===== src/hw/rtl/tte_pkg.sv =====
`timescale 1ns / 1ps
`default_nettype none
// ----------------------------------------------------------------------------
// tte_pkg
// Shared types and constants of the text terminal character engine.
// ----------------------------------------------------------------------------
package tte_pkg;

  // result command codes
  typedef enum logic [2:0] {
    CMD_WRITE      = 3'd0,
    CMD_RECOLOR    = 3'd1,
    CMD_SCROLL     = 3'd2,
    CMD_CLR_ROW    = 3'd3,
    CMD_CLR_SCREEN = 3'd4,
    CMD_CURSOR     = 3'd5
  } cmd_t;

  // configuration register indexes
  localparam int CFG_IDX_W = 2;
  typedef enum logic [CFG_IDX_W-1:0] {
    REG_COLUMNS    = 2'd0,
    REG_ROWS       = 2'd1,
    REG_BACK_COLOR = 2'd2
  } reg_idx_t;

  localparam int MAX_COLUMNS_DEF  = 128;
  localparam int MAX_ROWS_DEF     = 64;
  localparam int ESCAPE_DEPTH_DEF = 16;

  localparam logic [7:0] COLUMNS_RST    = 8'd80;
  localparam logic [6:0] ROWS_RST       = 7'd25;
  localparam logic [3:0] BACK_COLOR_RST = 4'd0;
  localparam logic [3:0] FORE_RST       = 4'd15;

  // commands caused by one byte, at most
  localparam int MAX_RESULTS = 6;
  localparam int LST_IDX_W   = $clog2(MAX_RESULTS);
  localparam int LST_LEN_W   = $clog2(MAX_RESULTS + 1);

  // character codes
  localparam logic [7:0] CH_ESC   = 8'h1B;
  localparam logic [7:0] CH_LF    = 8'h0A;
  localparam logic [7:0] CH_CR    = 8'h0D;
  localparam logic [7:0] CH_BS    = 8'h08;
  localparam logic [7:0] CH_SPACE = 8'h20;
  localparam logic [7:0] CH_DEL   = 8'h7F;
  localparam logic [7:0] CH_LC_M  = 8'h6D;
  localparam logic [7:0] CH_UC_J  = 8'h4A;
  localparam logic [7:0] CH_UC_K  = 8'h4B;
  localparam logic [7:0] CH_ZERO  = 8'h30;

  // escape arguments
  localparam logic [31:0] SGR_FG_LO     = 32'd30;
  localparam logic [31:0] SGR_FG_HI     = 32'd37;
  localparam logic [31:0] SGR_BRIGHT_LO = 32'd90;
  localparam logic [31:0] SGR_BRIGHT_HI = 32'd97;
  localparam logic [31:0] SGR_BRIGHT_OF = 32'd82;
  localparam logic [31:0] ERASE_ALL     = 32'd2;

  // output tdata layout
  localparam int OUT_TDATA_W = 40;

endpackage : tte_pkg
`default_nettype wire


===== src/hw/rtl/text_terminal_char_engine.sv =====
`timescale 1ns / 1ps
`default_nettype none
// ----------------------------------------------------------------------------
// text_terminal_char_engine
// Usage:
//   in_*  : one character byte per request (tdata[7:0]).
//   out_* : drawing commands; tuser carries the command code, tlast marks the
//           final command caused by a byte. tdata carries cell index, glyph,
//           foreground, background and row to clear.
//   cfg_* : register writes (0 columns, 1 rows, 2 background color), always
//           ready; write only while the engine is idle.
// Timing:
//   a byte is taken into the input register, decoded into the command list,
//   and each command leaves via the output register, one per cycle while
//   out_tready is high. Escape bytes produce no command but for a final J or K
//   with argument 2, and are consumed at one byte per cycle while no command
//   is pending. Commands per byte: up to 6 for a backspace, 4 for a printable
//   byte, 3 for a line feed, 2 for others. The next byte is taken as they drain.
// Reset: synchronous, active low; cursor to cell 0, foreground 15, no escape
//   active, registers to 80 columns, 25 rows, background 0.
// Stall: a stalled out request holds its command; the list and input register
//   fill, then in_tready drops.
// ----------------------------------------------------------------------------
module text_terminal_char_engine
  import tte_pkg::*;
#(
  parameter int MAX_COLUMNS  = MAX_COLUMNS_DEF,
  parameter int MAX_ROWS     = MAX_ROWS_DEF,
  parameter int ESCAPE_DEPTH = ESCAPE_DEPTH_DEF
) (
  input  wire logic                   clk,
  input  wire logic                   rst_n,
  // input bytes
  input  wire logic                   in_tvalid,
  output logic                        in_tready,
  input  wire logic [7:0]             in_tdata,   // [7:0] char_byte
  // commands
  output logic                        out_tvalid,
  input  wire logic                   out_tready,
  output logic [OUT_TDATA_W-1:0]      out_tdata,  // [12:0] cell_index, [20:13] glyph,
                                                  // [24:21] fore_color,
                                                  // [28:25] back_color_out,
                                                  // [34:29] clear_row, [39:35] zero
  output logic [2:0]                  out_tuser,  // [2:0] command
  output logic                        out_tlast,  // last
  // configuration
  input  wire logic                   cfg_valid,
  output logic                        cfg_ready,
  input  wire logic [CFG_IDX_W-1:0]   cfg_index,
  input  wire logic [7:0]             cfg_data
);

  localparam int CW    = $clog2(MAX_COLUMNS);
  localparam int RW    = $clog2(MAX_ROWS);
  localparam int ECW   = $clog2(MAX_COLUMNS + 1);
  localparam int ERW   = $clog2(MAX_ROWS + 1);
  localparam int ESC_W = $clog2(ESCAPE_DEPTH + 1);
  localparam int CIW   = RW + ECW;

  // configuration
  logic [7:0] cfg_columns_r;
  logic [6:0] cfg_rows_r;
  logic [3:0] cfg_back_r;

  assign cfg_ready = 1'b1;

  always_ff @(posedge clk) begin
    if (!rst_n) begin
      cfg_columns_r <= COLUMNS_RST;
      cfg_rows_r    <= ROWS_RST;
      cfg_back_r    <= BACK_COLOR_RST;
    end else if (cfg_valid && cfg_ready) begin
      case (cfg_index)
        REG_COLUMNS:    cfg_columns_r <= cfg_data;
        REG_ROWS:       cfg_rows_r    <= cfg_data[6:0];
        REG_BACK_COLOR: cfg_back_r    <= cfg_data[3:0];
        default: ;
      endcase
    end
  end

  logic [ECW-1:0] eff_cols;
  logic [ERW-1:0] eff_rows;

  always_comb begin
    if (cfg_columns_r == 8'd0) eff_cols = ECW'(1);
    else if (32'(cfg_columns_r) > MAX_COLUMNS) eff_cols = ECW'(MAX_COLUMNS);
    else eff_cols = ECW'(cfg_columns_r);
    if (cfg_rows_r == 7'd0) eff_rows = ERW'(1);
    else if (32'(cfg_rows_r) > MAX_ROWS) eff_rows = ERW'(MAX_ROWS);
    else eff_rows = ERW'(cfg_rows_r);
  end

  // input register
  logic       in_valid_r;
  logic [7:0] in_byte_r;

  // terminal state
  logic [CW-1:0]    cur_col_r, cur_col_nxt;
  logic [RW-1:0]    cur_row_r, cur_row_nxt;
  logic [3:0]       fore_r, fore_nxt;
  logic [ESC_W-1:0] esc_cnt_r, esc_cnt_nxt;
  logic [31:0]      esc_num_r, esc_num_nxt;

  // command list
  cmd_t           lst_cmd_r   [MAX_RESULTS];
  logic [CW-1:0]  lst_col_r   [MAX_RESULTS];
  logic [RW-1:0]  lst_row_r   [MAX_RESULTS];
  logic [7:0]     lst_glyph_r [MAX_RESULTS];
  logic [LST_LEN_W-1:0] lst_len_r;
  logic [LST_IDX_W-1:0] lst_rd_r;

  cmd_t           e_cmd   [MAX_RESULTS];
  logic [CW-1:0]  e_col   [MAX_RESULTS];
  logic [RW-1:0]  e_row   [MAX_RESULTS];
  logic [7:0]     e_glyph [MAX_RESULTS];
  logic [LST_LEN_W-1:0] e_len;

  // output register
  logic out_valid_r;
  logic out_load, pop, proc;

  assign out_load  = !out_valid_r || out_tready;
  assign pop       = out_load && (lst_len_r != '0);
  assign proc      = in_valid_r &&
                     ((lst_len_r == '0) || ((lst_len_r == LST_LEN_W'(1)) && pop));
  assign in_tready = !in_valid_r || proc;

  always_ff @(posedge clk) begin
    if (!rst_n) begin
      in_valid_r <= 1'b0;
    end else if (in_tvalid && in_tready) begin
      in_valid_r <= 1'b1;
    end else if (proc) begin
      in_valid_r <= 1'b0;
    end
  end

  always_ff @(posedge clk) begin
    if (in_tvalid && in_tready) begin
      in_byte_r <= in_tdata;
    end
  end

  function automatic logic [CW+RW-1:0] step_back(input logic [CW-1:0] col,
                                                 input logic [RW-1:0] row,
                                                 input logic [ECW-1:0] ncols);
    logic [CW-1:0] c;
    logic [RW-1:0] r;
    c = col;
    r = row;
    if (col == '0) begin
      c = CW'(ncols - ECW'(1));
      if (row != '0) r = row - RW'(1);
    end else begin
      c = col - CW'(1);
    end
    return {r, c};
  endfunction

  // decode one byte into state update and command list
  always_comb begin
    logic [7:0]           c;
    logic [CW-1:0]        col_v;
    logic [RW-1:0]        row_v;
    logic [7:0]           glyph_v;
    logic [LST_IDX_W-1:0] n;
    logic [31:0]          digit;

    c           = in_byte_r;
    n           = '0;
    fore_nxt    = fore_r;
    esc_cnt_nxt = esc_cnt_r;
    esc_num_nxt = esc_num_r;
    digit       = {{24{c[7]}}, c} - {24'd0, CH_ZERO};
    for (int i = 0; i < MAX_RESULTS; i++) begin
      e_cmd[i]   = CMD_WRITE;
      e_col[i]   = '0;
      e_row[i]   = '0;
      e_glyph[i] = '0;
    end

    // clamp into the current screen size
    col_v = (ECW'(cur_col_r) >= eff_cols) ? CW'(eff_cols - ECW'(1)) : cur_col_r;
    row_v = (ERW'(cur_row_r) >= eff_rows) ? RW'(eff_rows - ERW'(1)) : cur_row_r;
    glyph_v = (c == CH_BS) ? CH_SPACE : c;

    if ((c == CH_ESC) || (esc_cnt_r != '0)) begin
      if (esc_cnt_r < ESC_W'(ESCAPE_DEPTH)) esc_cnt_nxt = esc_cnt_r + ESC_W'(1);
      if (c inside {[8'h61:8'h7A], [8'h41:8'h5A]}) begin
        if (c == CH_LC_M) begin
          if (esc_num_r inside {[SGR_FG_LO:SGR_FG_HI]}) begin
            fore_nxt = 4'(esc_num_r - SGR_FG_LO);
          end else if (esc_num_r inside {[SGR_BRIGHT_LO:SGR_BRIGHT_HI]}) begin
            fore_nxt = 4'(esc_num_r - SGR_BRIGHT_OF);
          end
        end else if (c == CH_UC_J) begin
          if (esc_num_r == ERASE_ALL) begin
            e_cmd[n] = CMD_CLR_SCREEN;
            n        = n + LST_IDX_W'(1);
            col_v    = '0;
            row_v    = '0;
            e_cmd[n] = CMD_CURSOR;
            n        = n + LST_IDX_W'(1);
          end
        end else if (c == CH_UC_K) begin
          if (esc_num_r == ERASE_ALL) begin
            e_cmd[n] = CMD_CLR_ROW;
            e_row[n] = row_v;
            n        = n + LST_IDX_W'(1);
          end
        end
        esc_cnt_nxt = '0;
        esc_num_nxt = '0;
      end else if (esc_cnt_r >= ESC_W'(2)) begin
        esc_num_nxt = (esc_num_r << 3) + (esc_num_r << 1) + digit;
      end
    end else begin
      if (((c >= CH_SPACE) && (c < CH_DEL)) || (c == CH_BS)) begin
        if (c == CH_BS) {row_v, col_v} = step_back(col_v, row_v, eff_cols);
        // write the cell and advance
        e_cmd[n]   = CMD_WRITE;
        e_col[n]   = col_v;
        e_row[n]   = row_v;
        e_glyph[n] = glyph_v;
        n          = n + LST_IDX_W'(1);
        if (ECW'(col_v) + ECW'(1) >= eff_cols) begin
          col_v = '0;
          if (ERW'(row_v) + ERW'(1) >= eff_rows) begin
            e_cmd[n] = CMD_SCROLL;
            n        = n + LST_IDX_W'(1);
          end else begin
            row_v = row_v + RW'(1);
          end
        end else begin
          col_v = col_v + CW'(1);
        end
        e_cmd[n] = CMD_RECOLOR;
        e_col[n] = col_v;
        e_row[n] = row_v;
        n        = n + LST_IDX_W'(1);
        e_cmd[n] = CMD_CURSOR;
        e_col[n] = col_v;
        e_row[n] = row_v;
        n        = n + LST_IDX_W'(1);
        if (c == CH_BS) {row_v, col_v} = step_back(col_v, row_v, eff_cols);
      end else if (c == CH_LF) begin
        col_v = '0;
        if (ERW'(row_v) + ERW'(1) >= eff_rows) begin
          e_cmd[n] = CMD_SCROLL;
          n        = n + LST_IDX_W'(1);
        end else begin
          row_v = row_v + RW'(1);
        end
      end else if (c == CH_CR) begin
        col_v = '0;
      end
      if (!((c >= CH_SPACE) && (c < CH_DEL))) begin
        e_cmd[n] = CMD_RECOLOR;
        e_col[n] = col_v;
        e_row[n] = row_v;
        n        = n + LST_IDX_W'(1);
        e_cmd[n] = CMD_CURSOR;
        e_col[n] = col_v;
        e_row[n] = row_v;
        n        = n + LST_IDX_W'(1);
      end
    end

    cur_col_nxt = col_v;
    cur_row_nxt = row_v;
    e_len       = LST_LEN_W'(n);
  end

  always_ff @(posedge clk) begin
    if (!rst_n) begin
      cur_col_r <= '0;
      cur_row_r <= '0;
      fore_r    <= FORE_RST;
      esc_cnt_r <= '0;
      esc_num_r <= '0;
      lst_len_r <= '0;
      lst_rd_r  <= '0;
    end else if (proc) begin
      cur_col_r <= cur_col_nxt;
      cur_row_r <= cur_row_nxt;
      fore_r    <= fore_nxt;
      esc_cnt_r <= esc_cnt_nxt;
      esc_num_r <= esc_num_nxt;
      lst_len_r <= e_len;
      lst_rd_r  <= '0;
    end else if (pop) begin
      lst_len_r <= lst_len_r - LST_LEN_W'(1);
      lst_rd_r  <= lst_rd_r + LST_IDX_W'(1);
    end
  end

  always_ff @(posedge clk) begin
    if (proc) begin
      for (int i = 0; i < MAX_RESULTS; i++) begin
        lst_cmd_r[i]   <= e_cmd[i];
        lst_col_r[i]   <= e_col[i];
        lst_row_r[i]   <= e_row[i];
        lst_glyph_r[i] <= e_glyph[i];
      end
    end
  end

  // result fields of the list head
  cmd_t         hd_cmd;
  logic [CIW-1:0] hd_cell_full;
  logic [12:0]  hd_cell;
  logic [7:0]   hd_glyph;
  logic [3:0]   hd_fore;
  logic [3:0]   hd_back;
  logic [5:0]   hd_crow;

  assign hd_cmd       = lst_cmd_r[lst_rd_r];
  assign hd_cell_full = CIW'(lst_col_r[lst_rd_r]) +
                        CIW'(lst_row_r[lst_rd_r]) * CIW'(eff_cols);

  always_comb begin
    hd_cell  = '0;
    hd_glyph = '0;
    hd_fore  = '0;
    hd_back  = cfg_back_r;
    hd_crow  = '0;
    case (hd_cmd)
      CMD_WRITE: begin
        hd_cell  = 13'(hd_cell_full);
        hd_glyph = lst_glyph_r[lst_rd_r];
        hd_fore  = fore_r;
      end
      CMD_RECOLOR: begin
        hd_cell = 13'(hd_cell_full);
        hd_fore = fore_r;
      end
      CMD_CLR_ROW: hd_crow = 6'(lst_row_r[lst_rd_r]);
      CMD_CURSOR: begin
        hd_cell = 13'(hd_cell_full);
        hd_back = '0;
      end
      default: ;
    endcase
  end

  logic [OUT_TDATA_W-1:0] out_data_r;
  logic [2:0]             out_cmd_r;
  logic                   out_last_r;

  always_ff @(posedge clk) begin
    if (!rst_n) begin
      out_valid_r <= 1'b0;
    end else if (out_load) begin
      out_valid_r <= (lst_len_r != '0);
    end
  end

  always_ff @(posedge clk) begin
    if (pop) begin
      out_data_r <= {5'd0, hd_crow, hd_back, hd_fore, hd_glyph, hd_cell};
      out_cmd_r  <= hd_cmd;
      out_last_r <= (lst_len_r == LST_LEN_W'(1));
    end
  end

  assign out_tvalid = out_valid_r;
  assign out_tdata  = out_data_r;
  assign out_tuser  = out_cmd_r;
  assign out_tlast  = out_last_r;

endmodule : text_terminal_char_engine
`default_nettype wire


===== config.mk =====
export PLATFORM = sky130hd
export DESIGN_NAME = text_terminal_char_engine
export DESIGN_NICKNAME = d
export VERILOG_FILES = /design/src/hw/rtl/tte_pkg.sv /design/src/hw/rtl/text_terminal_char_engine.sv
export SDC_FILE = /design/constraint.sdc
export NUM_CORES = 1
export LEC_CHECK = 0
export ABC_AREA = 1
export CORE_AREA = 5 5 236 146
export DETAILED_ROUTE_END_ITERATION = 8
export DIE_AREA = 0 0 241 151
export DONT_BUFFER_PORTS = 1
export GPL_TIMING_DRIVEN = 0
export PLACE_DENSITY = 0.76
export SLEW_MARGIN = 20
export SYNTH_ARGS = -nofsm -noshare
export SYNTH_HDL_FRONTEND = slang
export SYNTH_SLANG_ARGS = --single-unit

===== constraint.sdc =====
create_clock -name clk -period 6.75 [get_ports clk]
set_input_delay 1.0125 -clock clk [delete_from_list [all_inputs] [get_ports clk]]
set_output_delay 1.0125 -clock clk [all_outputs]
set_load 0.02 [all_outputs]

# Word level (Yosys, flattened, before mapping)
# Memories as Yosys holds them, arrays and structs flattened. A register that Yosys moved wholly into a read port is not among the register bits.
# Index checks and enable logic that the tools add are counted.
# classes
add_sub_neg	25
order_cmp	27
n_eq_ne	14
n_reduce_logical	47
bitwise_logic	17
muxes	148
mul	1
# op_table
operator	n
two-way mux 6 bit	36
two-way mux 7 bit	25
bitwise mux 42 bit	4
two-way mux 42 bit	4
bitwise mux 36 bit	4
two-way mux 36 bit	3
demux 7 bit (select 3 bit)	4
two-way mux 3 bit	27
demux 6 bit (select 3 bit)	4
adder 32 bit	2
two-way mux 32 bit	2
two-way mux 8 bit	5
demux 3 bit (select 3 bit)	4
equality test 32 x 2 -> 1 bit, second input constant	1
>= comparator 32 x 5 -> 1 bit, second input constant	1
>= comparator 32 x 7 -> 1 bit, second input constant	1
less-or-equal comparator 32 x 6 -> 1 bit, second input constant	1
less-or-equal comparator 32 x 7 -> 1 bit, second input constant	1
two-way mux 15 bit	2
two-way mux 30 bit	1
equality test 8 x 4 -> 1 bit, second input constant	3
equality test 8 x 7 -> 1 bit, second input constant	3
NOT 12 bit	2
OR 12 bit	2
64 further kinds	137
# word_totals
ram_bits	144
ff_bits	120
word_cells	302
input_bits	23
out_inout_bits	47
memories	4
# mem_list
memory	depth	word_bits	read_ports	rd_clocked_by_memory_dff	wr	line	rtl
lst_glyph_r	6	8	1	1	6	text_terminal_char_engine.sv:109	logic [7:0] lst_glyph_r [MAX_RESULTS];
lst_col_r	6	7	1	1	6	text_terminal_char_engine.sv:107	logic [CW-1:0] lst_col_r [MAX_RESULTS];
lst_row_r	6	6	1	1	6	text_terminal_char_engine.sv:108	logic [RW-1:0] lst_row_r [MAX_RESULTS];
lst_cmd_r	6	3	1	1	6	text_terminal_char_engine.sv:106	cmd_t lst_cmd_r [MAX_RESULTS];

# Depth between registers and ports, before layout
# Gate-level depths: netlist of the first run.
# depth
ltp_word	31
ltp_mapped	53
depth_no_buf	51

# Least setup slack after synthesis of the first run
# Ideal clock, no wire load.
# synth_path
kind	reg2reg
from	register cfg_columns_r[7]
to	memory lst_row_r[0][0] (netlist name) (data pin)
arrival_time_ns	5.418
slack_ns	1.059
path_buffers	2
stages_incl_launch_ff	45
synth_period_minus_slack_ns	5.691
required_time_ns	6.477
setup_ns	0.273
path_cell_list	dfxtp_1 -> nor2_1 -> nand2_1 -> o21ai_0 -> nand2_2 -> buf_6 -> inv_1 -> ha_1 -> nand2_1 -> nor2_1 -> nand2_1 -> nand3_2 -> buf_6 -> nand2_1 -> nand2_2 -> nand3_2 -> nor2_2 -> nand3_4 -> [... 9 more ...] -> o21ai_0 -> a21oi_1 -> o21ai_0 -> o21ai_0 -> nand2_1 -> a31oi_1 -> nand2_1 -> o21ai_1 -> ha_1 -> nand2_1 -> nor2_4 -> nand2_2 -> nand2_2 -> nand2_1 -> o21ai_2 -> nand2_2 -> nand3_1 -> o221ai_1
# synth_lines
item	line	rtl
from (decl)	text_terminal_char_engine.sv:61	logic [7:0] cfg_columns_r;
from (signal assigned)	text_terminal_char_engine.sv:74	REG_COLUMNS: cfg_columns_r <= cfg_data;
to (decl)	text_terminal_char_engine.sv:108	

# Final worst setup path of the first run
# layout_path
from	register cfg_columns_r[4]
to	register lst_len_r[1]
# layout_via
elab_chain_len	25
# layout_rtl
item	line	rtl
> comparator 8 bit	text_terminal_char_engine.sv:87	else if (32'(cfg_columns_r) > MAX_COLUMNS) eff_cols = ECW'(MAX_COLUMNS);
two-way mux 8 bit	text_terminal_char_engine.sv:87	
two-way mux 8 bit *	text_terminal_char_engine.sv:86	if (cfg_columns_r == 8'd0) eff_cols = ECW'(1);
parallel branches: the longest is 10 deep, another holds adder 7 x 1 -> 8 bit	--	
two-way mux 2 bit *	text_terminal_char_engine.sv:227	if (ECW'(col_v) + ECW'(1) >= eff_cols) begin
two-way mux 3 bit *	text_terminal_char_engine.sv:219	if (((c >= CH_SPACE) && (c < CH_DEL)) || (c == CH_BS)) begin
two-way mux 3 bit *	text_terminal_char_engine.sv:188	if ((c == CH_ESC) || (esc_cnt_r != '0)) begin
adder 3 x 1 -> 3 bit *	text_terminal_char_engine.sv:241	n = n + LST_IDX_W'(1);
adder 3 x 1 -> 3 bit *	text_terminal_char_engine.sv:245	n = n + LST_IDX_W'(1);
two-way mux 3 bit *	text_terminal_char_engine.sv:219	
two-way mux 3 bit *	text_terminal_char_engine.sv:188	
adder 3 x 1 -> 3 bit	text_terminal_char_engine.sv:262	n = n + LST_IDX_W'(1);
adder 3 x 1 -> 3 bit	text_terminal_char_engine.sv:266	n = n + LST_IDX_W'(1);
two-way mux 3 bit *	text_terminal_char_engine.sv:258	if (!((c >= CH_SPACE) && (c < CH_DEL))) begin
two-way mux 3 bit *	text_terminal_char_engine.sv:188	
two-way mux 3 bit *	text_terminal_char_engine.sv:284	end else if (proc) begin
to (signal assigned)	text_terminal_char_engine.sv:290	lst_len_r <= e_len;
to (signal assigned)	text_terminal_char_engine.sv:293	lst_len_r <= lst_len_r - LST_LEN_W'(1);
to (decl)	text_terminal_char_engine.sv:110	logic [LST_LEN_W-1:0] lst_len_r;
# Every way passes the cells marked *. The select of a mux whose other input is x is not followed.
# A chain may end at the register's enable or synchronous reset.

==> results of run 1 <==
critical path: cells and delay by family (launching register included):
kind                       cells  cell delay, ps
AOI/OAI and AO/OA             11            1480
adders and majority gates      3             910
buffers and inverters          8            1110
DFF                            1             400
and+or+nand+nor               21            2370
worst max-delay path by stage:
stage                                        startpoint                             to  cells past startpoint
after floorplan           cfg_columns_r[7]$_SDFFE_PN0P_      lst_row_r[0][0]$_DFFE_PP_                     44
after global placement    cfg_columns_r[4]$_SDFFE_PN1P_  lst_row_r[3][0]$_SDFFCE_PN0P_                     42
after detailed placement  cfg_columns_r[7]$_SDFFE_PN0P_  lst_row_r[3][0]$_SDFFCE_PN0P_                     43
after CTS                 cfg_columns_r[7]$_SDFFE_PN0P_  lst_row_r[3][4]$_SDFFCE_PN0P_                     48
after global routing      cfg_columns_r[3]$_SDFFE_PN0P_      lst_len_r[1]$_SDFFE_PN0P_                     43
final                     cfg_columns_r[4]$_SDFFE_PN1P_      lst_len_r[1]$_SDFFE_PN0P_                     43
cells in the final DEF (no fill, tap or decap), drive strengths merged, types with 6 or more instances in the layout:
| cell type | instances |
|---|---|
| a32o | 7 |
| ha | 118 |
| buf | 44 |
| nand4 | 29 |
| nand3 | 96 |
| clkbuf | 66 |
| nor2 | 273 |
| fa | 58 |
| conb | 7 |
| a21oi | 165 |
| nand2 | 478 |
| o22ai | 10 |
| xnor2 | 9 |
| clkinv | 15 |
| o21ai | 159 |
| xor2 | 27 |
| o211ai | 7 |
| dfxtp | 84 |
| nor4 | 7 |
| nor3 | 17 |
| o21a | 6 |
| a31oi | 10 |
| o221ai | 11 |
| edfxtp | 147 |
| inv | 366 |
| a211oi | 6 |
final cells by class:
type,instances,area (um2)
Multi-Input combinational cell,1547,9610
Tap cell,424,531
Inverter,376,1430
Clock buffer,29,651
Clock inverter,11,92.6
Buffer,53,270
Sequential cell,231,6110
Fill cell,2845,13000
Timing Repair Buffer,28,299
layer usage:
| metal | part of all wire [%] | wire [um] |
|---|---|---|
| met1 | 46 | 23800 |
| met4 | 2.0 | 1050 |
| met3 | 13 | 6730 |
| met5 | 0.041 | 21 |
| met2 | 39 | 19900 |
power breakdown:
| group | switching [mW] | internal [mW] |
|---|---|---|
| combinational | 3.30 | 1.59 |
| clock | 0.586 | 0.724 |
| sequential | 0.314 | 2.00 |
| total | 4.20 | 4.31 |
cell usage after synthesis, drive strengths merged (11+ instances only):
cell type,number,area (um2)
o221ai,11,96.3
clkbuf,40,150
inv,366,1370
ha,118,1480
a21oi,165,826
nand3,96,568
nor3,17,101
nand4,29,188
buf,15,110
xor2,27,236
dfxtp,84,1680
nor2,273,1110
edfxtp,147,4410
nand2,477,1890
o21ai,159,807
fa,58,1160
metrics by stage:
stage | cells | TNS [ps]
after floorplan | 2208 | 0
after global placement | 2632 | -14210
after detailed placement | 2636 | -16930
after CTS | 2680 | 0
after global routing | 2699 | -492
final | 2699 | 0
logic make-up (layout without fill, tap and decap cells):
logic type / after synthesis / in the layout / synth area share (%)
buf+inv: 431 / 497 / 9.81
xor+xnor: 36 / 36 / 1.85
fa+ha+maj: 176 / 176 / 15.4
flops: 231 / 231 / 35.7
compound gates: 412 / 412 / 13.7
other cells: 2 / 7 / 0.0440
simple gates: 915 / 916 / 23.5
what timing repair did:
| action | in CTS | in global routing |
|---|---|---|
| resized for setup | 19 | 93 |
| pin swaps | 3 | 19 |
| endpoints found under the setup margin | 58 | 61 |
| setup buffers | 3 | 21 |
| gates cloned | 1 | 0 |
sequential cells by signal, summed over array words and instances (netlist names), 3 cells and up, named ones only:
register       flops
lst_col_r         42
lst_row_r         36
out_tdata         35
esc_num_r         32
lst_cmd_r         14
cfg_columns_r      8
in_byte_r          8
lst_glyph_r        8
cfg_rows_r         7
cur_col_r          7
cur_row_r          6
esc_cnt_r          5
cfg_back_r         4
fore_r             4
lst_len_r          3
lst_rd_r           3
out_tuser          3
==> run summary, run 1 <==
Status = finished clean
Crit Path Max Fanout = 10
GRT Total Usage = 28.1%
Root Buffer = clkbuf_16
Crit start category = flip-flop
Cell repeated most along the worst path = nand2_1
I/O Buffers = 0
R2R depth = 43
Synth cell types = 65
M2 GR Usage = 38.9%
Total I/O pin count = 70
Fmax = 0.154 GHz
DR iter-0 viols = 1946
Worst-Skew Late Latency = 540 ps
Pwr Total = 8.51 mW
Post-Route WL = 51600 um
M1 GR Usage = 43.1%
First-pass GRT wire length = 79800 um
Vias = 15500
Worst-Margin Slew = 955 ps
Fin. Hold Viols = 0
Cells after Synth = 2203
Hold_sp = cfg_back_r[2]$_SDFFE_PN0P_
Post-layout minimum cycle time = 6490 ps
Worst R2R End = lst_len_r[1]$_SDFFE_PN0P_
Die height = 151 um
Met3 GRT Util = 8.84%
Worst-path clk slew = 80 ps
FF-to-FF Start = cfg_columns_r[4]$_SDFFE_PN1P_
Post-route ant nets = 0
Placed cell area = 17800 um2
CP Capture Type = flip-flop
Global route total overflow = 0
Yosys warning total = 0
DP Worst Slack = -645 ps
Crit path largest cell delay = 400 ps
Antenna cells = 0
Maximum VDD drop = 0.000378 V
Detailed placement HPWL = 40200 um
Register area share after synthesis = 35.7%
Vias per inst = 5.75
Post-Syn Area per Cell = 7.75 um2
Clk_skew = 18.6 ps
Mean routed wirelength per cell = 19.1 um
EDFF count, synth = 147
CP Class = flip-flop to flip-flop
CTS H-tree depth = 1
CTS tree = built
Slowest CP cell = dfxtp_2
Die W = 241 um
Cts bufs inserted = 23
Effective utilization at floorplan = 53.3%
Hold_buf cts = 0
Initial antenna violation count = 1
Hold endpoint = cfg_back_r[2]$_SDFFE_PN0P_
Top_reg_cell synth = edfxtp_1
R2R setup slack = 260 ps
Mapped Area = 17100 um2
Min-Delay Path Class = flip-flop to flip-flop
Leak pwr = 8.75 nW
Final setup viols = 0
Core outline area = 32000 um2
Area Growth Syn to Fin = 11.2%
Hold path cells = 2
CTS sink cnt = 231
Top Usage Layer GRT = met1
PwrDens = 448 nW/um2
Max Root-Sink Buffers = 3
GPL Wtd Cong = 1.02
Slew Limit Headroom = 36.1%
Max-Cap Viols = 0
Largest net degree at the start of global routing = 52
Placement Rows = 51
Vias in the first global route = 14500
Synth async-reset ratio = 0%
Die area = 36400 um2
Fin crit share = 96.1%
CP required = 7130 ps
Synth Register Bits = 231
Setup ws final = 261 ps
Max-slew violation count = 0
Final nets = 2459
Util after Layout = 59.3%
Data arrival, critical path = 6870 ps
Drt pass-1 iters = 6
Hold slack = 455 ps
Share of cells above drive strength 1 = 10.5%
Final instance area = 19000 um2
# DRC = 0
No activity file was read; power rests on OpenSTA's default activity.
==> run 2: changes to the inputs <==
--- a/config.mk
+++ b/config.mk
@@ -7,6 +7,7 @@
 export LEC_CHECK = 0
 export ABC_AREA = 1
 export CORE_AREA = 5 5 236 146
+export CTS_BUF_LIST = sky130_fd_sc_hd__clkbuf_16
 export DETAILED_ROUTE_END_ITERATION = 8
 export DIE_AREA = 0 0 241 151
 export DONT_BUFFER_PORTS = 1
==> run summary, run 2 (same netlist as run 1, synthesis figures left out) <==
Effective utilization at floorplan = 53.3% (unchanged)
Fmax = 0.154 GHz (about the same)
First-pass GRT wire length = 79800 um (about the same)
Fin. Hold Viols = 0 (unchanged)
Commonest non-fill, non-tap cells in the layout = nand2_1, inv_1, nor2_1 (unchanged)
Post-route ant nets = 0 (unchanged)
Detailed placement HPWL = 40200 um (unchanged)
Data arrival, critical path = 6890 ps (was 6870 ps)
Crit Path Max Fanout = 10 (unchanged)
R2R setup slack = 250 ps (was 260 ps)
GRT Total Usage = 28.1% (about the same)
Initial antenna violation count = 1 (unchanged)
Commonest non-fill, non-tap cell in the layout = nand2_1 (unchanged)
Die W = 241 um (unchanged)
Clk_skew = 22.8 ps (was 18.6 ps)
Cts bufs inserted = 23 (unchanged)
Core outline area = 32000 um2 (unchanged)
Placement Rows = 51 (unchanged)
Worst-Margin Slew = 939 ps (was 955 ps)
Max-slew violation count = 0 (unchanged)
CP Class = flip-flop to flip-flop (unchanged)
Die area = 36400 um2 (unchanged)
Post-layout minimum cycle time = 6500 ps (was 6490 ps)
Final instance area = 19000 um2 (about the same)
Fin crit share = 96.4% (was 96.1%)
Area Growth Syn to Fin = 11.1% (was 11.2%)
Crit start category = flip-flop (unchanged)
Area of the multi-input gates = 9610 um2 (unchanged)
Total I/O pin count = 70 (unchanged)
GPL Wtd Cong = 1.02 (unchanged)
Drt pass-1 iters = 6 (unchanged)
Min-Delay Path Class = flip-flop to flip-flop (unchanged)
I/O Buffers = 0 (unchanged)
Pwr Total = 8.50 mW (was 8.51 mW)
Post-Route WL = 51600 um (about the same)
Max Root-Sink Buffers = 3 (unchanged)
Fillers = 2844 (was 2845)
CTS H-tree depth = 1 (unchanged)
Antenna cells = 0 (unchanged)
Die height = 151 um (unchanged)
Vias in the first global route = 14500 (about the same)
Vias = 15500 (about the same)
Status = finished clean (unchanged)
DR iter-0 viols = 1987 (was 1946)
Vias per inst = 5.74 (was 5.75)
Global route total overflow = 0 (unchanged)
Reg with most FFs = lst_col_r (unchanged)
CTS sink cnt = 231 (unchanged)
Largest net degree at the start of global routing = 52 (unchanged)
Register Area = 6110 um2 (unchanged)
CP Capture Type = flip-flop (unchanged)
Worst-path clk slew = 70 ps (was 80 ps)
# DRC = 0 (unchanged)
Leak pwr = 8.76 nW (was 8.75 nW)
Crit path largest cell delay = 400 ps (about the same)
Cell repeated most along the worst path = nand2_1 (unchanged)
Slew Limit Headroom = 37.2% (was 36.1%)
Mean routed wirelength per cell = 19.1 um (about the same)
PwrDens = 448 nW/um2 (about the same)
Share of cells above drive strength 1 = 10.4% (was 10.5%)
CP required = 7130 ps (about the same)
Slowest CP cell = dfxtp_2 (unchanged)
Max reg flops = 42 (unchanged)
Placed cell area = 17800 um2 (unchanged)
CTS tree = built (unchanged)
Maximum VDD drop = 0.000378 V (about the same)
Final nets = 2459 (unchanged)
Root Buffer = clkbuf_16 (unchanged)
Final setup viols = 0 (unchanged)
Max-Cap Viols = 0 (unchanged)
Worst-Skew Late Latency = 540 ps (about the same)
==> run 2: cell types whose count changed in the layout (fill, tap and decap cells not counted), sizes merged <==
cell | before | now
inv | 366 | 369
clkbuf | 66 | 62
clkinv | 15 | 16
==> run 2: worst paths after layout <==
| check | from | to | cells after the start |
|---|---|---|---|
| max | cfg_columns_r[4]$_SDFFE_PN1P_ | lst_len_r[1]$_SDFFE_PN0P_ | 43 |
| min | cfg_back_r[2]$_SDFFE_PN0P_ | cfg_back_r[2]$_SDFFE_PN0P_ | 2 |
| min reg2reg | cfg_back_r[2]$_SDFFE_PN0P_ | cfg_back_r[2]$_SDFFE_PN0P_ | 2 |
| max reg2reg | cfg_columns_r[4]$_SDFFE_PN1P_ | lst_len_r[1]$_SDFFE_PN0P_ | 43 |
==> run 2: final cells by class <==
cell class / count / area share (%)
Multi-Input combinational cell: 1547 / 50.6
Tap cell: 424 / 2.79
Inverter: 376 / 7.55
Buffer: 53 / 1.42
Sequential cell: 231 / 32.2
Timing Repair Buffer: 28 / 1.58
Clock buffer: 25 / 3.30
Clock inverter: 15 / 0.567
==> run 2: critical path: cells and delay by family, from the launching register on <==
| family | cells | cell delay [ps] |
|---|---|---|
| AOI/OAI and AO/OA | 11 | 1510 |
| and+or+nand+nor | 21 | 2370 |
| DFF | 1 | 400 |
| adders and majority gates | 3 | 910 |
| buffers and inverters | 8 | 1130 |
==> run 2: timing repair <==
item / CTS / global route
pin swaps: 3 / 19
setup buffers: 3 / 21
endpoints found under the setup margin: 58 / 61
gates cloned: 1 / 0
hold buffers: 0 / 0
resized for setup: 19 / 93
==> run 2: routing by layer <==
metal	vias to the layer above	GRT usage [%]	part of all wire (%)
met1	7336	43.1	46
met2	744	38.9	39
met5	-	0	0.041
li1	7336	-	-
met4	4	5.19	2.0
met3	81	8.84	13
==> run 2: power breakdown <==
part	total, mW	switching, mW	internal (mW)
Combinational	4.89	3.30	1.59
Clock	1.29	0.582	0.708
Sequential	2.32	0.314	2.00
Total	8.50	4.20	4.30
==> run 2: through the flow <==
step | instances | setup WS (ps) | util, % | hold WS (ps) | setup TNS [ps]
finish | 2699 | 246 | 59.3 | 455 | 0
global route | 2699 | -70.7 | 59.3 | 480 | -490
CTS | 2680 | 2.56 | 58.0 | 456 | 0
detailed placement | 2636 | -645 | 55.4 | 447 | -16930
global placement | 2632 | -575 | 55.0 | 433 | -14210
floorplan | 2208 | 1060 | - | 424 | 0
